--- config.mk ---
export PLATFORM = sky130hd
export DESIGN_NAME = socd_front_flat
export DESIGN_NICKNAME = d
export VERILOG_FILES = /design/src/hdl/socd_pkg.sv /design/src/hdl/socd_in_if.sv /design/src/hdl/socd_front.sv /design/src/flat_wrapper.sv
export SDC_FILE = /design/constraint.sdc
export NUM_CORES = 1
export LEC_CHECK = 0
export ABC_AREA = 1
export ABC_CLOCK_PERIOD_IN_PS = 4500
export BUFFER_PORTS_ARGS = -buffer_cell sky130_fd_sc_hd__buf_4
export CAP_MARGIN = 20
export CORE_ASPECT_RATIO = 0.5
export CORE_UTILIZATION = 36
export CTS_CLUSTER_SIZE = 14
export DETAILED_ROUTE_END_ITERATION = 7
export GPL_TIMING_DRIVEN = 0
export PLACE_DENSITY = 0.69
export SYNTH_ARGS = -nofsm -noshare
export SYNTH_HDL_FRONTEND = slang
export SYNTH_SLANG_ARGS = --single-unit
--- constraint.sdc ---
create_clock -name i_clk -period 4.5 [get_ports i_clk]
set_clock_uncertainty 0.05 [all_clocks]
set_input_delay 0.675 -clock i_clk [delete_from_list [all_inputs] [get_ports i_clk]]
set_output_delay 0.675 -clock i_clk [all_outputs]
set_load 0.02 [all_outputs]
--- src/hdl/socd_pkg.sv ---
`default_nettype none

package socd_pkg;

    localparam int SCREEN_WIDTH  = 224;
    localparam int SCREEN_HEIGHT = 256;
    localparam int GFX_DEPTH     = 2048;
    localparam int GFX_AW        = $clog2(GFX_DEPTH);

    localparam logic [7:0]  SPRITE_SIZE  = 8'd32;
    localparam logic [7:0]  VISIBLE_ROWS = 8'he0;
    localparam logic [15:0] NO_COLLISION = 16'hffff;
    localparam logic [3:0]  STATUS_HIT   = 4'h8;
    localparam logic [3:0]  STATUS_NONE  = 4'h7;

    typedef enum logic [2:0] {
        OP_SPRITE_REG  = 3'd0,
        OP_GFX_LOAD    = 3'd1,
        OP_CONTROL     = 3'd2,
        OP_FRAME_START = 3'd3,
        OP_PIXEL       = 3'd4,
        OP_COLL_READ   = 3'd5
    } t_op;

    localparam logic [1:0] REG_CODE_COLOR = 2'd0;
    localparam logic [1:0] REG_POS_X      = 2'd1;
    localparam logic [1:0] REG_POS_Y      = 2'd2;

    localparam logic [1:0] RD_LOW    = 2'd0;
    localparam logic [1:0] RD_MID    = 2'd1;
    localparam logic [1:0] RD_HIGH   = 2'd2;
    localparam logic [1:0] RD_STATUS = 2'd3;

    localparam logic KIND_PIXEL = 1'b0;
    localparam logic KIND_READ  = 1'b1;

    typedef struct packed {
        logic              we;
        logic [GFX_AW-1:0] waddr;
        logic [7:0]        wdata;
        logic              re;
        logic [GFX_AW-1:0] raddr;
    } t_ram_req;

    typedef struct packed {
        logic       valid;
        t_op        op;
        logic       sprite_on;
        logic [2:0] bit_sel;
        logic [4:0] bg_pen;
        logic [3:0] color;
        logic [4:0] px_hi;
        logic [4:0] py_hi;
        logic [1:0] read_offset;
    } t_stage;

    typedef struct packed {
        logic s1_valid;
        t_op  s1_op;
    } t_back_stat;

endpackage

`default_nettype wire

--- src/hdl/socd_in_if.sv ---
`default_nettype none

interface socd_in_if;
    logic       valid;
    logic       ready;
    logic [2:0] operation;
    logic [1:0] reg_index;
    logic [7:0] write_value;
    logic [10:0] gfx_address;
    logic       flip_screen;
    logic       clear_collision;
    logic [7:0] pixel_x;
    logic [7:0] pixel_y;
    logic [4:0] background_pen;
    logic [1:0] read_offset;

    modport source (
        output valid, operation, reg_index, write_value, gfx_address, flip_screen,
               clear_collision, pixel_x, pixel_y, background_pen, read_offset,
        input  ready
    );

    modport sink (
        input  valid, operation, reg_index, write_value, gfx_address, flip_screen,
               clear_collision, pixel_x, pixel_y, background_pen, read_offset,
        output ready
    );
endinterface

`default_nettype wire

--- src/hdl/socd_front.sv ---
`default_nettype none

module socd_front (
    input  wire logic        i_clk,
    input  wire logic        i_rst_n,
    socd_in_if.sink          i_req,
    input  wire logic        i_s1_free,
    output socd_pkg::t_ram_req o_ram,
    output socd_pkg::t_stage o_stage,
    output logic             o_clear_flag
);
    import socd_pkg::*;

    logic [7:0] r_code_color;
    logic [7:0] r_pos_x;
    logic [7:0] r_pos_y;
    logic       r_flip;
    logic       r_clear;

    logic        w_accept;
    t_op         w_op;
    logic [7:0]  w_top_row;
    logic [7:0]  w_dy;
    logic [7:0]  w_dx;
    logic [4:0]  w_gx;
    logic [4:0]  w_gy;
    logic        w_on_screen;
    logic        w_in_box;
    logic [10:0] w_full_addr;

    assign w_accept     = i_req.valid && i_s1_free && i_rst_n;
    assign i_req.ready  = i_s1_free && i_rst_n;
    assign w_op         = t_op'(i_req.operation);
    assign o_clear_flag = r_clear;

    always_comb begin
        w_top_row   = r_flip ? r_pos_y : r_pos_y - SPRITE_SIZE;
        w_dy        = i_req.pixel_y - w_top_row;
        w_dx        = i_req.pixel_x - r_pos_x;
        w_gx        = ~w_dx[4:0];
        w_gy        = ~w_dy[4:0];
        w_on_screen = (9'(i_req.pixel_x) < 9'(SCREEN_WIDTH))
                   && (9'(i_req.pixel_y) < 9'(SCREEN_HEIGHT));
        w_in_box    = (w_dy[7:5] == 3'd0) && (w_dx[7:5] == 3'd0)
                   && (i_req.pixel_y < VISIBLE_ROWS);
        w_full_addr = {r_code_color[3:0], w_gx[4:3], w_gy};

        o_ram.we    = w_accept && (w_op == OP_GFX_LOAD);
        o_ram.waddr = i_req.gfx_address[GFX_AW-1:0];
        o_ram.wdata = i_req.write_value;
        o_ram.re    = w_accept && (w_op == OP_PIXEL);
        o_ram.raddr = w_full_addr[GFX_AW-1:0];

        o_stage.valid       = w_accept;
        o_stage.op          = w_op;
        o_stage.sprite_on   = w_on_screen && w_in_box;
        o_stage.bit_sel     = w_gx[2:0];
        o_stage.bg_pen      = i_req.background_pen;
        o_stage.color       = r_code_color[7:4];
        o_stage.px_hi       = ~i_req.pixel_x[7:3];
        o_stage.py_hi       = ~i_req.pixel_y[7:3];
        o_stage.read_offset = i_req.read_offset;
    end

    always_ff @(posedge i_clk) begin
        if (!i_rst_n) begin
            r_code_color <= '0;
            r_pos_x      <= '0;
            r_pos_y      <= '0;
            r_flip       <= 1'b0;
            r_clear      <= 1'b1;
        end else if (w_accept) begin
            case (w_op)
                OP_SPRITE_REG: begin
                    case (i_req.reg_index)
                        REG_CODE_COLOR: r_code_color <= i_req.write_value;
                        REG_POS_X:      r_pos_x      <= i_req.write_value;
                        REG_POS_Y:      r_pos_y      <= i_req.write_value;
                        default: begin
                        end
                    endcase
                end
                OP_CONTROL: begin
                    r_flip  <= i_req.flip_screen;
                    r_clear <= i_req.clear_collision;
                end
                default: begin
                end
            endcase
        end
    end

endmodule

`default_nettype wire

--- src/flat_wrapper.sv ---
// flat-port wrapper written by rule: the top's interface ports become plain ports
module socd_front_flat import socd_pkg::*;
  (i_clk, i_rst_n, i_s1_free, o_ram, o_stage, o_clear_flag, i_req_valid, i_req_operation, i_req_reg_index, i_req_write_value, i_req_gfx_address, i_req_flip_screen, i_req_clear_collision, i_req_pixel_x, i_req_pixel_y, i_req_background_pen, i_req_read_offset, i_req_ready);
  socd_in_if i_req_i ();
  input  wire logic i_clk;
  input  wire logic i_rst_n;
  input  wire logic i_s1_free;
  output socd_pkg::t_ram_req o_ram;
  output socd_pkg::t_stage o_stage;
  output logic o_clear_flag;
  input wire logic [$bits(i_req_i.valid)-1:0] i_req_valid;
  input wire logic [$bits(i_req_i.operation)-1:0] i_req_operation;
  input wire logic [$bits(i_req_i.reg_index)-1:0] i_req_reg_index;
  input wire logic [$bits(i_req_i.write_value)-1:0] i_req_write_value;
  input wire logic [$bits(i_req_i.gfx_address)-1:0] i_req_gfx_address;
  input wire logic [$bits(i_req_i.flip_screen)-1:0] i_req_flip_screen;
  input wire logic [$bits(i_req_i.clear_collision)-1:0] i_req_clear_collision;
  input wire logic [$bits(i_req_i.pixel_x)-1:0] i_req_pixel_x;
  input wire logic [$bits(i_req_i.pixel_y)-1:0] i_req_pixel_y;
  input wire logic [$bits(i_req_i.background_pen)-1:0] i_req_background_pen;
  input wire logic [$bits(i_req_i.read_offset)-1:0] i_req_read_offset;
  output wire logic [$bits(i_req_i.ready)-1:0] i_req_ready;
  assign i_req_i.valid = i_req_valid;
  assign i_req_i.operation = i_req_operation;
  assign i_req_i.reg_index = i_req_reg_index;
  assign i_req_i.write_value = i_req_write_value;
  assign i_req_i.gfx_address = i_req_gfx_address;
  assign i_req_i.flip_screen = i_req_flip_screen;
  assign i_req_i.clear_collision = i_req_clear_collision;
  assign i_req_i.pixel_x = i_req_pixel_x;
  assign i_req_i.pixel_y = i_req_pixel_y;
  assign i_req_i.background_pen = i_req_background_pen;
  assign i_req_i.read_offset = i_req_read_offset;
  assign i_req_ready = i_req_i.ready;
  socd_front u_core (.i_clk(i_clk), .i_rst_n(i_rst_n), .i_req(i_req_i), .i_s1_free(i_s1_free), .o_ram(o_ram), .o_stage(o_stage), .o_clear_flag(o_clear_flag));
endmodule
==> run metrics, run 1 <==
outcome=finished, final reports clean; Slew headroom=a little over 70%; num ports=between 100 and 150; fraction of final layout cells sized beyond drive strength 1=35.0%; R2R Path Start=u_core.r_flip; CP arrival=between 2 and 2.5 ns; fin worst setup slack=~1.4 ns; die width=109 um; met2 WL=2130 um; Mapped Cells=about 310; Comb power frac=~32%; Startpoint Class=register; multi-input logic area=~1100 um^2; first-pass GRT wire length=7620 um; CP Max Fanout=4; diode count=0; Max stage delay cell, worst path=ha_1; Top cell by count, worst path=nand2_1; htree depth=1; hold path start=u_core.r_pos_x[3]; DR WL/cell=around 10 um; GP Congestion=0.777; die height=55.7 um; initial drt markers=61; synth-to-layout area growth=43.1%; core area=5520 um^2; type of the worst min-delay path=reg -> reg; Setup crit start=u_core.r_pos_y[5]; WL met1=~2300 um; Max-cap violations=0; post-synth top area cell=dfxtp_1; Placed Area=a little under 3000 um^2; top post-synthesis cells by area=dfxtp_1 25%, inv_1 11%, buf_4 11%; Post-CTS Resized=0; clk buf depth=2; Tcrit/Tclk final=around 70%; Filler Cell Count=approximately 570; fin crit period=around 3.1 ns; Hold Fails Final Rpt=0; TritonCTS clock tree=done; Synth Register Bits=26; Clock Power Share=between 30% and 40%; RSZ-0062 raised after global routing=false; count of cell types in the netlist=27; starting density of the core=37.7%; Flop pwr share=37.1%; NetSw=~0.18 mW; register area share after synthesis=25.1%; fmax=321 MHz; path type of the worst setup path=reg -> out; slew at the pin closest to its max-slew limit=0.424 ns; worst vdd ir=0.000136 V; vias in the first global route=1723; total grt overflow=0; clk slew on worst S/H paths=around 0.060 ns; Syn Nets=~380; largest net degree at the start of global routing=14; Switching Fraction=between 20% and 30%; setup TNS=0 ns; CP Cell Sequence=inv_1, ha_1, nand2_1, o21ai_0, ha_1, nand2_1, inv_1, a21oi_1, nand2_1, nand2_1, nand2_1, nor2_1, nand2_1, nor2_1, buf_4; FF/Latch Area=~520 um^2; CTS Buf Count=3; Design Area, Final=about 3000 um^2; port bufs=97; clock sink count=26; Core Rows=19; Routed Antenna Nets=0; crit end category=primary output; Post-Syn Area=2080 um^2; PwrDens=about 210 nW/um^2; Overall Global Routing Usage=between 10% and 20%; pre-CTS setup slack=between 1.5 and 2 ns; final WL=a little under 5000 um; root buf cell=clkbuf_16; Int Power=0.445 mW; metal3 WL=a little under 400 um; Die ar.=6100 um^2; initial antenna violation count=0; quantity of hold-fixing buffers added after cts=0; DP Wirelength=just over 4000 um; # Post-CTS Setup Buffers=0; worst endpoint required time=about 3.8 ns; largest stage delay on the critical path=approximately 0.35 ns; TritonRoute pass-1 iters=4; leak pwr=between 1.5 and 2 nW; Mapped Avg Cell Area=about 6.6 um^2; Skew-Pair Late Insertion Delay=between 0.2 and 0.3 ns; routed vias=roughly 2100; vias per cell=about 4.3; nets=a little under 500; final setup fails=0; # DRC=0; max-slew violation count=0; top sig layer=met4; share of the synthesized area in the top cell type=25.1%; Syn. warnings=0
## path summary, 6_finish.rpt
check	to	slack, ns	cells after the start
worst min-delay path	u_core.r_pos_x[3]	0.40	2
worst max-delay path	o_stage[24]	1.39	15
worst min register to register	u_core.r_pos_x[3]	0.40	2
worst max register to register	u_core.r_flip	3.82	2
## stage by stage
step	utilization, %	std cells	hold WS, ns	power [mW]
4_1_cts	53.9	487	0.413	0.629
3_3_place_gp	52.5	484	0.397	0.439
3_5_place_dp	52.5	484	0.404	0.440
6_report	53.9	487	0.405	0.625
2_1_floorplan	-	314	0.378	0.356
5_1_grt	53.9	487	0.422	0.657
## cell type report
cell class                      count  area share [%]
Tap cell                           73            3.07
Buffer                             34            8.59
Sequential cell                    26            17.5
Multi-Input combinational cell    188            35.5
Inverter                           66            8.34
Clock buffer                        3            2.53
Timing Repair Buffer               97            24.5
## metal layers
metal	global-route usage, %	vias up
met4	3.43	0
met3	2.81	4
met1	22.1	884
li1	-	1145
met2	25.0	79
met5	0	-
## worst max-delay path: cells and delay by family (launching register included)
family | cells | cell delay (ns)
AO/OA/AOI/OAI | 2 | 0.30
adder cells (fa/ha/maj) | 2 | 0.63
buffers and inverters | 3 | 0.25
flip-flops | 1 | 0.34
AND/OR/NAND/NOR | 8 | 0.60
## layout by cell type, fill, tap and decap left out
cell type and count:
a21oi_1 18, a21oi_2 1, a31oi_1 1, buf_4 127, buf_6 2, clkbuf_1 2, clkbuf_16 3, dfxtp_1 26
fa_1 2, ha_1 15, inv_1 63, inv_2 3, nand2_1 58, nand2_2 2, nand2_4 1, nand3_1 14
nand3_4 1, nand4_1 4, nor2_1 30, nor2_2 1, nor2_4 1, nor4_1 2, o211ai_1 1, o21ai_0 20
o21ai_1 5, o21ai_2 1, or2_2 2, xor2_1 8
## cells in the mapped netlist
master	instances
buf_6	2
inv_1	63
fa_1	2
a21oi_1	18
a21oi_2	1
nor4_1	2
buf_4	30
or2_2	2
nand4_1	4
o21ai_2	1
ha_1	15
o21ai_0	20
nand3_4	1
nand2_2	2
nand3_1	14
dfxtp_1	26
nand2_1	58
a31oi_1	1
clkbuf_1	2
o211ai_1	1
nor2_4	1
nor2_1	30
nand2_4	1
inv_2	3
nor2_2	1
xor2_1	8
o21ai_1	5
## registers in the layout, indices dropped and copies added, names as in the netlist
signal,count
u_core.o_clear_flag,1
u_core.r_code_color,8
u_core.r_pos_x,8
u_core.r_flip,1
u_core.r_pos_y,8
## power by group through the flow
stage          registers [mW]  clock network (mW)  logic, mW
6_report                0.232               0.192      0.202
3_3_place_gp            0.237                   0      0.202
5_1_grt                 0.232               0.204      0.221
4_1_cts                 0.232               0.193      0.204
2_1_floorplan           0.237                   0      0.119
3_5_place_dp            0.237                   0      0.203
## logic make-up (layout without fill, tap and decap cells)
family	count (synthesis)	count (layout)	share of synthesized area, %
adder cells (fa/ha/maj)	17	17	11.0
AO/OA/AOI/OAI	47	47	11.9
flip-flops	26	26	25.1
XOR/XNOR	8	8	3.37
buffers and inverters	100	200	24.2
AND/OR/NAND/NOR	116	116	24.5
(Power assumes the default switching activity.)
==> run 2: changes to the inputs <==
--- a/config.mk
+++ b/config.mk
@@ -5,8 +5,8 @@
 export SDC_FILE = /design/constraint.sdc
 export NUM_CORES = 1
 export LEC_CHECK = 0
-export ABC_AREA = 1
-export ABC_CLOCK_PERIOD_IN_PS = 4500
+export ABC_AREA = 0
+export ABC_CLOCK_PERIOD_IN_PS = 3000
 export BUFFER_PORTS_ARGS = -buffer_cell sky130_fd_sc_hd__buf_4
 export CAP_MARGIN = 20
 export CORE_ASPECT_RATIO = 0.5
==> constraint.sdc (replaced) <==
create_clock -name i_clk -period 3 [get_ports i_clk]
set_clock_uncertainty 0.05 [all_clocks]
set_input_delay 0.45 -clock i_clk [delete_from_list [all_inputs] [get_ports i_clk]]
set_output_delay 0.45 -clock i_clk [all_outputs]
set_load 0.02 [all_outputs]
==> run metrics, run 2 <==
total grt overflow=0; cell with the most instances after synthesis=buf_4; Post-Syn Area=2140 um^2; initial antenna violation count=0; CP arrival=~2.4 ns; Comb power frac=32.2%; Tcrit/Tclk final=between 90% and 100%; die width=approximately 110 um; pre-CTS setup slack=0.191 ns; fmax=approximately 350 MHz; slew at the pin closest to its max-slew limit=0.362 ns; synth cell count leaders=31 x buf_4, 30 x inv_1, 29 x nor2b_1; top post-synthesis cells by area=dfxtp_1 24%, mux2i_1 13%, buf_4 11%; Flop pwr share=around 37%; Syn Nets=between 300 and 400; met3 Use GR=approximately 2.4%; Syn. warnings=0; count of cell types in the netlist=46; TritonRoute pass-1 iters=6; Core Rows=19; CP Max Fanout=3; largest net degree at the start of global routing=14; Startpoint Class=register; Die ar.=about 6300 um^2; Final Core Density=roughly 55%; met1 Use GR=between 10% and 20%; clk buf depth=2; leak pwr=around 1.6 nW; path type of the worst setup path=reg -> out; port bufs=96; vias per cell=around 4.7; routed vias=just under 2000; worst endpoint required time=roughly 2.5 ns; clock sink count=26; DR WL/cell=approximately 12 um; Max stage delay cell, worst path=dfxtp_2; final setup fails=0; outcome=finished, violations left; Filler Cell Count=508; largest stage delay on the critical path=0.32 ns; Most used DFF post-synth=dfxtp_1; Mapped Cells=around 250; Switching Fraction=approximately 28%; nets=between 400 and 500; starting density of the core=about two fifths; type of the worst min-delay path=in -> reg; post-synth top area cell=dfxtp_1; commonest cells after routing, fill and taps aside=130 x buf_4, 29 x inv_1, 29 x nor2b_1; register area share after synthesis=~24%; largest registers=u_core.r_code_color x8, u_core.r_pos_x x8, u_core.r_pos_y x8; Synth Register Bits=26; GRT met2 Usage=30.5%; fin worst setup slack=0.110 ns; worst vdd ir=about 0.00022 V; cells on worst reg2reg path=3; PwrDens=between 300 and 400 nW/um^2; Slew headroom=75.3%; CP Cell Sequence=inv_1, ha_4, mux2_4, ha_4, buf_6, nand2b_4, a21oi_2, a211oi_2, nand4_1, nor4_2, buf_4; GP Congestion=0.820; Mapped Avg Cell Area=8.65 um^2; Placed Area=between 2000 and 3000 um^2; Design Area, Final=just over 3000 um^2; clk slew on worst S/H paths=0.06 ns; Hold Fails Final Rpt=0; CTS Buf Count=3; Fin Hold WS=around 0.36 ns; commonest non-fill, non-tap cell in the layout=buf_4; diode count=0; # DRC=20; Clock Power Share=30.7%; Routed Antenna Nets=0; RSZ-0062 raised after global routing=false; Post-synth ARST share=0%; share of the synthesized area in the top cell type=24.4%; NetSw=roughly 0.26 mW; first-pass GRT wire length=around 8000 um; Worst Hold Depth=3; vias in the first global route=about 1800; failing checks=design-rule violations; num ports=~120; fin crit period=just under 3 ns; fraction of final layout cells sized beyond drive strength 1=between 40 and 50%; setup TNS=0 ns; synth-to-layout area growth=45.6%; Top cell by count, worst path=ha_4; initial drt markers=69; TritonCTS clock tree=done; crit end category=primary output; die height=about 56 um; core area=around 5600 um^2; Max-cap violations=0; htree depth=1; Skew-Pair Late Insertion Delay=between 0.2 and 0.3 ns; Int Power=0.676 mW; Post-synth EDFFs=0; root buf cell=clkbuf_16; final WL=~5200 um; Overall Global Routing Usage=~16%; max-slew violation count=0; DP Wirelength=approximately 4300 um; most used routing layer in global routing=met2
==> run 2: changes by cell type after synthesis, sizes merged, moves of 21 or more <==
cell   delta
mux2i    +27
inv      -36
o21ai    -21
nand2    -52
nor2     -24
nor2b    +29
==> run 2: cell families (layout without fill, tap and decap cells) <==
family,Yosys count,count (layout),synth area share (%)
AOI/OAI and AO/OA,31,31,10.1
xor gates and xnor gates,8,8,3.28
and+or+nand+nor,71,71,21.0
DFF,26,26,24.4
muxes,28,28,13.2
buffers and inverters,66,169,17.5
adders and majority gates,17,17,10.7
==> run 2: area by class of cell <==
type                            instances  area (um^2)  area share (%)
Sequential cell                        26          523            16.8
Inverter                               30          113            3.62
Timing Repair Buffer                  100          754            24.3
Tap cell                               73         91.3            2.94
Multi-Input combinational cell        155         1290            41.6
Clock buffer                            3         75.1            2.41
Buffer                                 36          262            8.41
==> run 2: critical path: cells and delay by family, from the launching register on <==
family                   cells  cell delay [ns]
AND/OR/NAND/NOR              3             0.49
flip-flops                   1             0.32
buffers and inverters        3             0.39
multiplexers                 1             0.28
adder cells (fa/ha/maj)      2             0.43
AO/OA/AOI/OAI                2             0.22
==> run 2: routing by layer <==
layer | vias to the layer above | part of all wire [%]
met5 | - | 0
met4 | 0 | 1.6
met3 | 9 | 6.3
met2 | 75 | 50
met1 | 895 | 42
li1 | 1009 | -
==> run 2: repair_timing <==
item	in CTS	in global routing
resized for setup	5	6
endpoints found under the hold margin	0	0
hold buffers	0	0
setup endpoints to repair	1	1
pin swaps	3	7
setup buffers	2	2
==> run 2: final timing paths <==
check / start / end / slack [ns]
max: u_core.r_pos_y[5] / o_stage[24] / 0.11
min: i_req_clear_collision / u_core.o_clear_flag / 0.36
max reg2reg: u_core.r_pos_y[5] / u_core.r_pos_y[5] / 2.21
min reg2reg: u_core.o_clear_flag / u_core.o_clear_flag / 0.46
==> run 2: metrics by stage <==
step	instances	power [mW]
after floorplan	247	0.525
after CTS	421	0.937
after global routing	423	0.982
after detailed placement	416	0.647
after global placement	416	0.642
final	423	0.935
==> run 2: power by group through the flow <==
| stage | logic, mW | clock network [mW] | registers, mW |
|---|---|---|---|
| after global placement | 0.288 | 0 | 0.354 |
| final | 0.301 | 0.287 | 0.347 |
| after floorplan | 0.170 | 0 | 0.355 |
| after detailed placement | 0.293 | 0 | 0.355 |
| after CTS | 0.296 | 0.294 | 0.347 |
| after global routing | 0.323 | 0.313 | 0.347 |
