==> src/hdl/socd_pkg.sv <==
`default_nettype none

package socd_pkg;

    localparam int SCREEN_WIDTH  = 224;
    localparam int SCREEN_HEIGHT = 256;
    localparam int GFX_DEPTH     = 2048;
    localparam int GFX_AW        = $clog2(GFX_DEPTH);

    localparam logic [7:0]  SPRITE_SIZE  = 8'd32;
    localparam logic [7:0]  VISIBLE_ROWS = 8'he0;
    localparam logic [15:0] NO_COLLISION = 16'hffff;
    localparam logic [3:0]  STATUS_HIT   = 4'h8;
    localparam logic [3:0]  STATUS_NONE  = 4'h7;

    typedef enum logic [2:0] {
        OP_SPRITE_REG  = 3'd0,
        OP_GFX_LOAD    = 3'd1,
        OP_CONTROL     = 3'd2,
        OP_FRAME_START = 3'd3,
        OP_PIXEL       = 3'd4,
        OP_COLL_READ   = 3'd5
    } t_op;

    localparam logic [1:0] REG_CODE_COLOR = 2'd0;
    localparam logic [1:0] REG_POS_X      = 2'd1;
    localparam logic [1:0] REG_POS_Y      = 2'd2;

    localparam logic [1:0] RD_LOW    = 2'd0;
    localparam logic [1:0] RD_MID    = 2'd1;
    localparam logic [1:0] RD_HIGH   = 2'd2;
    localparam logic [1:0] RD_STATUS = 2'd3;

    localparam logic KIND_PIXEL = 1'b0;
    localparam logic KIND_READ  = 1'b1;

    typedef struct packed {
        logic              we;
        logic [GFX_AW-1:0] waddr;
        logic [7:0]        wdata;
        logic              re;
        logic [GFX_AW-1:0] raddr;
    } t_ram_req;

    typedef struct packed {
        logic       valid;
        t_op        op;
        logic       sprite_on;
        logic [2:0] bit_sel;
        logic [4:0] bg_pen;
        logic [3:0] color;
        logic [4:0] px_hi;
        logic [4:0] py_hi;
        logic [1:0] read_offset;
    } t_stage;

    typedef struct packed {
        logic s1_valid;
        t_op  s1_op;
    } t_back_stat;

endpackage

`default_nettype wire

==> src/hdl/socd_out_if.sv <==
`default_nettype none

interface socd_out_if;
    logic       valid;
    logic       ready;
    logic       result_kind;
    logic [4:0] pixel_pen;
    logic [3:0] read_value;

    modport source (
        output valid, result_kind, pixel_pen, read_value,
        input  ready
    );

    modport sink (
        input  valid, result_kind, pixel_pen, read_value,
        output ready
    );
endinterface

`default_nettype wire

==> src/hdl/socd_back.sv <==
`default_nettype none

module socd_back (
    input  wire logic             i_clk,
    input  wire logic             i_rst_n,
    input  socd_pkg::t_stage      i_stage,
    input  wire logic [7:0]       i_rdata,
    input  wire logic             i_clear_flag,
    output logic                  o_s1_free,
    output socd_pkg::t_back_stat  o_stat,
    socd_out_if.source            o_rsp
);
    import socd_pkg::*;

    t_stage      r_s1;
    logic [15:0] r_coll_addr;
    logic        r_out_valid;
    logic        r_out_kind;
    logic [4:0]  r_out_pen;
    logic [3:0]  r_out_value;

    logic        w_has_result;
    logic        w_go;
    logic        w_sprite_bit;
    logic        w_collide;
    logic [4:0]  w_pen;
    logic [15:0] w_new_addr;
    logic [15:0] w_eff_addr;
    logic        w_hit;
    logic [3:0]  w_value;

    always_comb begin
        w_has_result = (r_s1.op == OP_PIXEL) || (r_s1.op == OP_COLL_READ);
        w_go         = r_s1.valid && (!w_has_result || !r_out_valid || o_rsp.ready);
        o_s1_free    = !r_s1.valid || w_go;

        w_sprite_bit = r_s1.sprite_on && i_rdata[r_s1.bit_sel];
        w_collide    = w_sprite_bit && r_s1.bg_pen[0];
        w_pen        = w_sprite_bit ? {r_s1.color, 1'b1} : r_s1.bg_pen;
        w_new_addr   = 16'({r_s1.py_hi, r_s1.px_hi}) + 16'd1;

        w_eff_addr = i_clear_flag ? NO_COLLISION : r_coll_addr;
        w_hit      = w_eff_addr != NO_COLLISION;
        case (r_s1.read_offset)
            RD_LOW:    w_value = w_hit ? w_eff_addr[3:0]  : 4'd0;
            RD_MID:    w_value = w_hit ? w_eff_addr[7:4]  : 4'd0;
            RD_HIGH:   w_value = w_hit ? w_eff_addr[11:8] : 4'd0;
            RD_STATUS: w_value = w_hit ? STATUS_HIT : STATUS_NONE;
            default:   w_value = 4'd0;
        endcase

        o_stat.s1_valid = r_s1.valid;
        o_stat.s1_op    = r_s1.op;
    end

    always_ff @(posedge i_clk) begin
        if (!i_rst_n) begin
            r_s1.valid  <= 1'b0;
            r_coll_addr <= '0;
            r_out_valid <= 1'b0;
        end else begin
            if (o_s1_free) begin
                r_s1 <= i_stage;
            end
            if (w_go && w_has_result) begin
                r_out_valid <= 1'b1;
            end else if (o_rsp.ready) begin
                r_out_valid <= 1'b0;
            end
            if (w_go) begin
                case (r_s1.op)
                    OP_FRAME_START: r_coll_addr <= NO_COLLISION;
                    OP_PIXEL: begin
                        if (w_collide) begin
                            r_coll_addr <= w_new_addr;
                        end
                    end
                    default: begin
                    end
                endcase
            end
        end
    end

    always_ff @(posedge i_clk) begin
        if (w_go && w_has_result) begin
            if (r_s1.op == OP_PIXEL) begin
                r_out_kind  <= KIND_PIXEL;
                r_out_pen   <= w_pen;
                r_out_value <= 4'd0;
            end else begin
                r_out_kind  <= KIND_READ;
                r_out_pen   <= 5'd0;
                r_out_value <= w_value;
            end
        end
    end

    assign o_rsp.valid       = r_out_valid;
    assign o_rsp.result_kind = r_out_kind;
    assign o_rsp.pixel_pen   = r_out_pen;
    assign o_rsp.read_value  = r_out_value;

endmodule

`default_nettype wire

==> src/flat_wrapper.sv <==
// flat-port wrapper written by rule: the top's interface ports become plain ports
module socd_back_flat import socd_pkg::*;
  (i_clk, i_rst_n, i_stage, i_rdata, i_clear_flag, o_s1_free, o_stat, o_rsp_valid, o_rsp_result_kind, o_rsp_pixel_pen, o_rsp_read_value, o_rsp_ready);
  socd_out_if o_rsp_i ();
  input  wire logic i_clk;
  input  wire logic i_rst_n;
  input  socd_pkg::t_stage i_stage;
  input  wire logic [7:0] i_rdata;
  input  wire logic i_clear_flag;
  output logic o_s1_free;
  output socd_pkg::t_back_stat o_stat;
  output wire logic [$bits(o_rsp_i.valid)-1:0] o_rsp_valid;
  output wire logic [$bits(o_rsp_i.result_kind)-1:0] o_rsp_result_kind;
  output wire logic [$bits(o_rsp_i.pixel_pen)-1:0] o_rsp_pixel_pen;
  output wire logic [$bits(o_rsp_i.read_value)-1:0] o_rsp_read_value;
  input wire logic [$bits(o_rsp_i.ready)-1:0] o_rsp_ready;
  assign o_rsp_valid = o_rsp_i.valid;
  assign o_rsp_result_kind = o_rsp_i.result_kind;
  assign o_rsp_pixel_pen = o_rsp_i.pixel_pen;
  assign o_rsp_read_value = o_rsp_i.read_value;
  assign o_rsp_i.ready = o_rsp_ready;
  socd_back u_core (.i_clk(i_clk), .i_rst_n(i_rst_n), .i_stage(i_stage), .i_rdata(i_rdata), .i_clear_flag(i_clear_flag), .o_s1_free(o_s1_free), .o_stat(o_stat), .o_rsp(o_rsp_i));
endmodule
==> config.mk <==
export PLATFORM = sky130hd
export DESIGN_NAME = socd_back_flat
export DESIGN_NICKNAME = d
export VERILOG_FILES = /design/src/hdl/socd_pkg.sv /design/src/hdl/socd_out_if.sv /design/src/hdl/socd_back.sv /design/src/flat_wrapper.sv
export SDC_FILE = /design/constraint.sdc
export NUM_CORES = 1
export LEC_CHECK = 0
export BUFFER_PORTS_ARGS = -buffer_cell sky130_fd_sc_hd__buf_2
export CORE_AREA = 5 5 76 78
export CTS_CLUSTER_DIAMETER = 80
export DETAILED_ROUTE_END_ITERATION = 8
export DIE_AREA = 0 0 81 83
export GPL_TIMING_DRIVEN = 0
export HOLD_SLACK_MARGIN = 0.05
export PLACE_DENSITY_LB_ADDON = 0.2
export SYNTH_ARGS = -nofsm -noshare
export SYNTH_HDL_FRONTEND = slang
export SYNTH_SLANG_ARGS = --single-unit
==> constraint.sdc <==
create_clock -name i_clk -period 2.25 [get_ports i_clk]
set_clock_uncertainty 0.1 [all_clocks]
set_input_delay 0.225 -clock i_clk [delete_from_list [all_inputs] [get_ports i_clk]]
set_output_delay 0.225 -clock i_clk [all_outputs]
set_load 0.02 [all_outputs]
==> results of run 1 <==
-- report_power, final --
group	internal (mW)	switching [mW]
clock network	0.222	0.302
registers	1.07	0.0269
logic	0.111	0.0824
total	1.40	0.411
-- repair_timing --
action                                  CTS  global route
cloned                                    0             1
pin swaps                                 0             1
endpoints found under the hold margin    29             0
buffers inserted                          0             6
gates resized for setup                   1             0
endpoints found under the setup margin   28             8
hold buffers                             29             0
-- cells in the mapped netlist (all sizes together), types with 4 or more instances --
library cell | number | share of area
edfxtp | 38 | 0.51
dfxtp | 14 | 0.12
nor2 | 13 | 0.022
o311a | 10 | 0.045
nand2 | 8 | 0.013
nand2b | 7 | 0.019
buf | 6 | 0.023
mux2i | 5 | 0.022
nand3 | 5 | 0.011
nand4 | 5 | 0.014
o21ai | 5 | 0.011
o31ai | 5 | 0.019
xor2 | 5 | 0.019
a21oi | 4 | 0.011
clkbuf | 4 | 0.0067
mux2 | 4 | 0.020
or4b | 4 | 0.019
-- registers in the layout, indices dropped and copies added (netlist names) --
register and cells:
u_core.o_rsp.result_kind 1, u_core.o_rsp.pixel_pen 5, u_core.o_rsp.read_value 4, u_core.o_rsp.valid 1, u_core.r_coll_addr 12, u_core.o_stat 4
u_core.r_s1 25
-- stage by stage --
step | setup slack, ns | power [mW]
6_report | 0.0926 | 1.81
5_1_grt | -0.00234 | 1.90
4_1_cts | 0.0482 | 1.82
3_5_place_dp | -0.0167 | 1.27
3_3_place_gp | 0.0161 | 1.27
2_1_floorplan | 0.236 | 1.21
-- logic make-up after synthesis --
family | share of synthesized area
AO/OA/AOI/OAI | 0.104
XOR/XNOR | 0.0272
adder cells (fa/ha/maj) | 0.00556
buffers and inverters | 0.0334
flip-flops | 0.631
multiplexers | 0.0422
AND/OR/NAND/NOR | 0.156
-- per-layer routing --
metal	global-route usage	part of all wire
met1	0.185	0.43
met2	0.225	0.51
met3	0.0498	0.049
met4	0.0415	0.013
met5	0	0
-- area by class of cell --
| type | count | area share |
|---|---|---|
| clock inverters | 2 | 0.00449 |
| flip-flops and latches | 52 | 0.464 |
| multi-input cells | 102 | 0.249 |
| clock buffers | 6 | 0.0237 |
| well taps | 70 | 0.0286 |
| repair buffers | 92 | 0.207 |
| plain buffers | 10 | 0.0220 |
| inverters | 2 | 0.00245 |
-- worst max path at each step --
stage	startpoint	endpoint	slack, ns	cells past startpoint
detailed placement	u_core.o_stat[2]$_DFFE_PP_	u_core.r_s1[5]$_DFFE_PP_	-0.02	3
CTS	u_core.o_stat[1]$_DFFE_PP_	u_core.r_coll_addr[6]$_SDFFE_PN0P_	0.05	6
global placement	u_core.o_stat[2]$_DFFE_PP_	u_core.r_s1[6]$_DFFE_PP_	0.02	3
floorplan	u_core.o_stat[1]$_DFFE_PP_	u_core.r_coll_addr[6]$_SDFFE_PN0P_	0.24	6
global route	u_core.o_stat[1]$_DFFE_PP_	u_core.r_coll_addr[0]$_SDFFE_PN0P_	-0.002	7
finish	u_core.o_stat[1]$_DFFE_PP_	u_core.r_coll_addr[1]$_SDFFE_PN0P_	0.09	7
-- worst max-delay path, stage by stage (launching register included) --
cell	delay (ns)
edfxtp_1	0.44
nand3b_4	0.20
or4b_4	0.51
nor4_4	0.27
buf_4	0.18
buf_2	0.16
nand2_1	0.07
o311a_2	0.13
==> flow_summary.yaml, run 1 <==
clock_network:
  tritoncts: "yes"
  root_buffer: "clkbuf_8"
  cts_buffers: 5
  clkLatencyLatePin_ns: 0.31
  cts.sinks: 52
  h-tree-depth: 2
  clockBufferDepth: 2
  clk_pin_slew_worst_paths_ns: 0.09
setup_path:
  required_ns: 2.35
  critical_path_class: "flop to flop"
  r2r_start: "u_core.o_stat[1]$_DFFE_PP_"
  worstPathArrival_ns: 2.26
  path_max_fanout: 5
  ff2ff_setup_slack_ns: 0.09
  ff2ff_path_depth: 7
  start_kind: "flop"
  rr_endpoint: "u_core.r_coll_addr[1]$_SDFFE_PN0P_"
  end_kind: "flop"
finish:
  instances_no_fill: 336
  ff_latch_area_sq_um: 1420
  area_growth_pct: 36.2
  diodes: 0
  multi_input_area_sq_um: 762
  drive_above_1_share: 0.350
  final_net_count: 307
  final_area_sq_um: 3070
  final_cell_mix: "buf_2 (57), edfxtp_1 (38), dlygate4sd3_1 (29)"
  nFillCells: 416
  layout_commonest_cell: "buf_2"
  postLayoutCoreUtil: 0.612
floorplan:
  start_util: 0.449
  core_area_sq_um: 5010
  num_io_pins: 57
  die_area_sq_um: 6720
  row_count: 26
  die_w_microns: 81
  die_h_microns: 83
grt:
  antenna_found_initial: 0
  gr-total-overflow: 0
  grt_max_degree: 29
  track_usage: 0.143
  grt_pass1_wl_microns: 7530
  grt_pass1_vias: 1643
logic_synthesis:
  synthesis.area_sq_um: 2250
  synthCells: 166
  synth_edf_count: 38
  yosysWarnings: 0
  synth.distinct_cells: 41
  synth_async_sr_flop_share: 0
  synth_fp_nets: 208
  synth_flop_cell: "edfxtp_1"
  avgSynthCellArea_sq_um: 13.6
  ys_seq_elements: 52
  synth-seq-area-share: 0.631
min_path:
  hold_path_end: "u_core.r_coll_addr[0]$_SDFFE_PN0P_"
  hold_class: "input port to flop"
  hold_depth: 2
  hold_start: "i_rst_n"
sta:
  maxSlewHeadroom: 0.476
  fmax_mhz: 464
  min_period_ns: 2.16
  drv_slew: 0
  tightest_slew_ns: 0.783
  fin_setup_tns_ns: 0
  whs_ns: 0.102
  finalSetupViolCount: 0
  hold_violations: 0
  post-route-period-util: 0.959
routing:
  wirelength_microns: 4690
  vias: 1706
  drtIter0Drc: 120
  wl_per_cell_microns: 14.0
  drt.antenna.violating_nets: 0
  drc: 0
  dr.pass1.iters: 4
  via_per_inst: 5.08
place:
  dp_hpwl_microns: 3150
  dp.cells: 292
  io_buffers: 56
  dpl-instance-area_sq_um: 2620
  gp_congestion: 0.804
run_status:
  outcome: "complete, no violations"
flow_run:
  drv_cap: 0
power_and_ir_drop:
  irDropWorstVdd_uv: 496
  p_per_area_nw_per_um2: 592
  leakage_nw: 1.25
Power figures use the tool's default switching activity.
==> run 2, diff against run 1 <==
BUFFER_PORTS_ARGS = default   (was -buffer_cell sky130_fd_sc_hd__buf_2)
CORE_AREA = 5 5 70 72   (was 5 5 76 78)
DIE_AREA = 0 0 75 77   (was 0 0 81 83)
DONT_BUFFER_PORTS = 1   (was default)
==> flow_summary.yaml, run 2 (synthesis gave the netlist of run 1 again) <==
clock_network:
  tritoncts: "yes"
  cts.sinks: 52
  clkLatencyLatePin_ns: 0.30
  h-tree-depth: 2
  root_buffer: "clkbuf_8"
  cts_buffers: 5
  clockBufferDepth: 2
  clk_pin_slew_worst_paths_ns: 0.09
floorplan:
  core_area_sq_um: 4230
  die_area_sq_um: 5780
  row_count: 24
  die_h_microns: 77
  die_w_microns: 75
  start_util: 0.532
  num_io_pins: 57
sta:
  min_period_ns: 2.16
  hold_violations: 0
  drv_slew: 0
  post-route-period-util: 0.958
  fmax_mhz: 464
  finalSetupViolCount: 0
  maxSlewHeadroom: 0.445
  tightest_slew_ns: 0.829
power_and_ir_drop:
  switching_share: 0.214
  seq_power_share: 0.629
  p_int_mw: 1.38
  total_power_mw: 1.75
  p_clk_frac: 0.283
  combPwrFrac: 0.088
  p_per_area_nw_per_um2: 638
  net-switching-power_uw: 375
  irDropWorstVdd_uv: 455
  leakage_nw: 1.01
setup_path:
  start_kind: "flop"
  worstPathArrival_ns: 2.24
  required_ns: 2.34
  r2r_start: "u_core.o_stat[1]$_DFFE_PP_"
  end_kind: "flop"
  slowest_stage: "or4b_4"
  ff2ff_setup_slack_ns: 0.09
  critical_path_class: "flop to flop"
  cpPeakStageDelay_ns: 0.51
  endpoint: "u_core.r_coll_addr[2]$_SDFFE_PN0P_"
  rr_endpoint: "u_core.r_coll_addr[2]$_SDFFE_PN0P_"
  crit_chain: "nand3b_4 > or4b_4 > nor4_4 > buf_4 > buf_6 > nand3_1 > o311a_1"
  path_max_fanout: 10
  ff2ff_path_depth: 7
  startpoint: "u_core.o_stat[1]$_DFFE_PP_"
grt:
  grt_pass1_vias: 1478
  track_usage: 0.158
  antenna_found_initial: 0
  grt_max_degree: 29
  gr-total-overflow: 0
  grt_pass1_wl_microns: 6820
finish:
  final_cell_mix: "edfxtp_1 (38), dlygate4sd3_1 (31), dfxtp_1 (14)"
  regMostFlops: "u_core.r_s1"
  area_growth_pct: 22.0
  final_area_sq_um: 2750
  layout_commonest_cell: "edfxtp_1"
  diodes: 0
  largest_register_ffs: 25
  postLayoutCoreUtil: 0.648
  drive_above_1_share: 0.158
  final_net_count: 250
  nFillCells: 335
place:
  gp_congestion: 0.822
  io_buffers: 0
  dp_hpwl_microns: 3020
  dpl-instance-area_sq_um: 2320
flow_run:
  drv_cap: 0
routing:
  dr.pass1.iters: 4
  via_per_inst: 5.55
  drc: 0
  wl_per_cell_microns: 16.4
  drtIter0Drc: 100
  vias: 1448
  drt.antenna.violating_nets: 0
  wirelength_microns: 4280
run_status:
  outcome: "complete, no violations"
min_path:
  hold_class: "input port to flop"
-- run 2: changes by cell type in the layout (fill, tap and decap cells not counted) --
cell           previous run  this run
buf_12                    1         0
inv_6                     1         0
dlygate4sd3_1            29        31
buf_4                     9         8
buf_2                    57         0
clkbuf_1                  5         6
-- run 2: cell type report --
class | instances | area [sq um] | area share
clock buffers | 7 | 76.3 | 0.0278
inverters | 2 | 7.51 | 0.00273
repair buffers | 35 | 340 | 0.124
multi-input cells | 102 | 762 | 0.278
clock inverters | 1 | 5.00 | 0.00182
flip-flops and latches | 52 | 1420 | 0.518
plain buffers | 10 | 67.6 | 0.0246
well taps | 52 | 65.1 | 0.0237
-- run 2: metal layers --
layer  vias to the layer above  part of all wire  GRT usage
met3                         4             0.051     0.0418
met1                       681              0.41      0.186
met4                         0             0.011     0.0534
li1                        722                 -          -
met2                        41              0.53      0.270
met5                         -                 0          0
-- run 2: timing repair --
action,CTS,global route
hold endpoints to repair,34,0
hold buffers,31,0
resized for setup,1,0
buffers inserted,0,4
setup endpoints to repair,28,10
pin swaps,0,1
-- run 2: power groups by stage --
stage	combinational, mW	clock, mW	sequential (mW)
after detailed placement	0.106	0	1.12
after CTS	0.151	0.511	1.10
after floorplan	0.0901	0	1.12
final	0.154	0.496	1.10
after global routing	0.167	0.562	1.11
after global placement	0.103	0	1.12
-- run 2: worst max-delay path: cells and delay by family, from the launching register on --
family	cells	cell delay, ns
buffers and inverters	2	0.31
AOI/OAI and AO/OA	1	0.15
DFF	1	0.43
and+or+nand+nor	4	1.05
-- run 2: metrics by stage --
step           hold WS (ns)  setup slack [ns]  cells  TNS, ns
4_1_cts              0.0657            0.0503    257        0
5_1_grt              0.0747          -0.00713    261  -0.0108
6_report             0.0719            0.0938    261        0
3_5_place_dp          0.224            0.0194    218        0
3_3_place_gp          0.224            0.0769    218        0
2_1_floorplan         0.224             0.236    166        0
-- run 2: worst min path at each step --
stage / startpoint / to / slack, ns / cells after the start
after floorplan: i_stage[25] / u_core.o_stat[0]$_DFFE_PP_ / 0.22 / 0
after global placement: i_stage[11] / u_core.r_s1[11]$_DFFE_PP_ / 0.22 / 0
after detailed placement: i_stage[21] / u_core.r_s1[21]$_DFFE_PP_ / 0.22 / 0
after CTS: o_rsp_ready / u_core.o_rsp.valid$_SDFFE_PN0P_ / 0.07 / 2
after global routing: o_rsp_ready / u_core.o_rsp.valid$_SDFFE_PN0P_ / 0.07 / 2
final: o_rsp_ready / u_core.o_rsp.valid$_SDFFE_PN0P_ / 0.07 / 2
==> run 3, diff against run 2 <==
ABC_AREA = 1   (was default)
CORE_AREA = 5 5 72 74   (was 5 5 70 72)
DIE_AREA = 0 0 77 79   (was 0 0 75 77)
==> flow_summary.yaml, run 3 <==
run_status:
  outcome: "complete, no violations"
setup_path:
  cpPeakStageDelay_ns: 0.46
  critical_path_class: "flop to flop"
  required_ns: 2.13
  worstPathBufferInverterCount: 3
  slowest_stage: "dfxtp_1"
  end_kind: "flop"
  cpMostUsedCell: "inv_1"
  worstPathArrival_ns: 1.93
  start_kind: "flop"
  cp_top_family: "simple AND/OR/NAND/NOR gates"
  crit_chain: "inv_1 > nor2_1 > inv_1 > nor3_1 > nand2_1 > nand2_2 > clkinvlp_4"
  path_max_fanout: 14
clock_network:
  root_buffer: "clkbuf_8"
  h-tree-depth: 2
  tritoncts: "yes"
  cts.sinks: 52
  clk_pin_slew_worst_paths_ns: 0.09
  clkLatencyLatePin_ns: 0.30
  clockBufferDepth: 2
  cts_buffers: 5
grt:
  gr-total-overflow: 0
  grt_pass1_vias: 1654
  grt_pass1_wl_microns: 7360
  grt_max_degree: 29
  track_usage: 0.154
  antenna_found_initial: 0
floorplan:
  num_io_pins: 57
  start_util: 0.531
  die_area_sq_um: 6080
  die_h_microns: 79
  die_w_microns: 77
  row_count: 25
  core_area_sq_um: 4540
logic_synthesis:
  synth_most_common_cell: "nand2_1"
  synth_common_cells: "nand2_1 (53), nor2_1 (47), inv_1 (40)"
  synth.distinct_cells: 31
  yosysWarnings: 0
  synth_edf_count: 38
  synth_async_sr_flop_share: 0
  ys_seq_elements: 52
  synth_top_area_frac: 0.474
  synth_flop_cell: "edfxtp_1"
  yosysTopAreaCell: "edfxtp_1"
  synth-seq-area-share: 0.590
  synthesis.area_sq_um: 2410
  synthCells: 264
  synth.area.top_cells: "edfxtp_1 (47%), dfxtp_1 (12%), nand2_1 (8.3%)"
  avgSynthCellArea_sq_um: 9.12
  synth_fp_nets: 306
routing:
  drc: 0
  via_per_inst: 4.92
  drtIter0Drc: 135
  dr.pass1.iters: 4
  wirelength_microns: 4580
  drt.antenna.violating_nets: 0
  wl_per_cell_microns: 12.7
  vias: 1770
sta:
  maxSlewHeadroom: 0.682
  tightest_slew_ns: 0.476
  rsz0062_at_grt: "false"
  finalSetupViolCount: 0
  drv_slew: 0
  min_period_ns: 2.05
  fin_setup_tns_ns: 0
  fmax_mhz: 487
  hold_violations: 0
  post-route-period-util: 0.913
place:
  io_buffers: 0
  gp_congestion: 0.793
  dp_hpwl_microns: 2970
  dpl-instance-area_sq_um: 2470
flow_run:
  drv_cap: 0
power_and_ir_drop:
  p_per_area_nw_per_um2: 627
  total_power_mw: 1.82
  irDropWorstVdd_uv: 428
  leakage_nw: 1.22
min_path:
  hold_class: "input port to flop"
finish:
  final_net_count: 347
  postLayoutCoreUtil: 0.641
  final_area_sq_um: 2910
  largest_register_ffs: 25
  diodes: 0
  regMostFlops: "u_core.r_s1"
  final_cell_mix: "nand2_1 (52), nor2_1 (47), inv_1 (39)"
  drive_above_1_share: 0.0882
  layout_commonest_cell: "nand2_1"
  area_growth_pct: 20.8
  nFillCells: 351
run 3: stage by stage:
step	setup WS, ns	instances	hold slack [ns]
floorplan	0.372	264	0.224
global placement	0.0750	318	0.224
detailed placement	0.0693	318	0.224
CTS	0.0605	357	0.176
global route	0.0320	360	0.224
finish	0.196	360	0.189
run 3: layer usage:
| metal | wire length (microns) | up-vias | track usage | part of all wire |
|---|---|---|---|---|
| li1 | - | 928 | - | - |
| met1 | 1980 | 789 | 0.175 | 0.43 |
| met2 | 2260 | 43 | 0.269 | 0.49 |
| met3 | 243 | 10 | 0.0476 | 0.053 |
| met4 | 95 | 0 | 0.0619 | 0.021 |
| met5 | 0 | - | 0 | 0 |
run 3: final timing paths:
kind	from	to	slack [ns]	depth (start not counted)
worst min-delay path	i_clear_flag	u_core.o_rsp.read_value[1]$_SDFFCE_PN0P_	0.19	4
worst max register to register	u_core.o_rsp.valid$_SDFFE_PN0P_	u_core.r_s1[20]$_DFFE_PP_	0.20	7
worst min register to register	u_core.r_coll_addr[14]$_SDFFE_PN0P_	u_core.r_coll_addr[14]$_SDFFE_PN0P_	0.41	2
worst max-delay path	u_core.o_rsp.valid$_SDFFE_PN0P_	u_core.r_s1[20]$_DFFE_PP_	0.20	7
run 3: layout make-up:
type,count,area (sq um),area share
well taps,54,67.6,0.0232
multi-input cells,161,751,0.258
repair inverters,1,7.51,0.00258
plain buffers,9,80.1,0.0275
clock inverters,1,7.51,0.00258
repair buffers,33,325,0.112
clock buffers,7,86.3,0.0297
flip-flops and latches,52,1420,0.489
inverters,42,161,0.0555
run 3: worst min-delay path: stages:
cell    delay, ns
nor2_1       0.03
nor2_1       0.10
nor2_1       0.05
nor2_1       0.07
run 3: cells by family after synthesis:
logic type      count (synthesis)  share of synthesized area
flops                          52                      0.590
simple gates                  127                      0.225
fa+ha+maj                       1                    0.00520
xor+xnor                        5                     0.0182
compound gates                 28                     0.0629
buf+inv                        51                     0.0987
run 3: repair_timing:
action                     CTS  global route
setup buffers                0             2
hold endpoints to repair    33             0
hold buffers                31             0
setup endpoints to repair    0            28
resized for setup            0             3
run 3: power breakdown:
| group | leakage (nW) | switching [mW] | internal [mW] |
|---|---|---|---|
| clock | 0.0445 | 0.293 | 0.250 |
| combinational | 0.694 | 0.0948 | 0.0865 |
| sequential | 0.483 | 0.0266 | 1.07 |
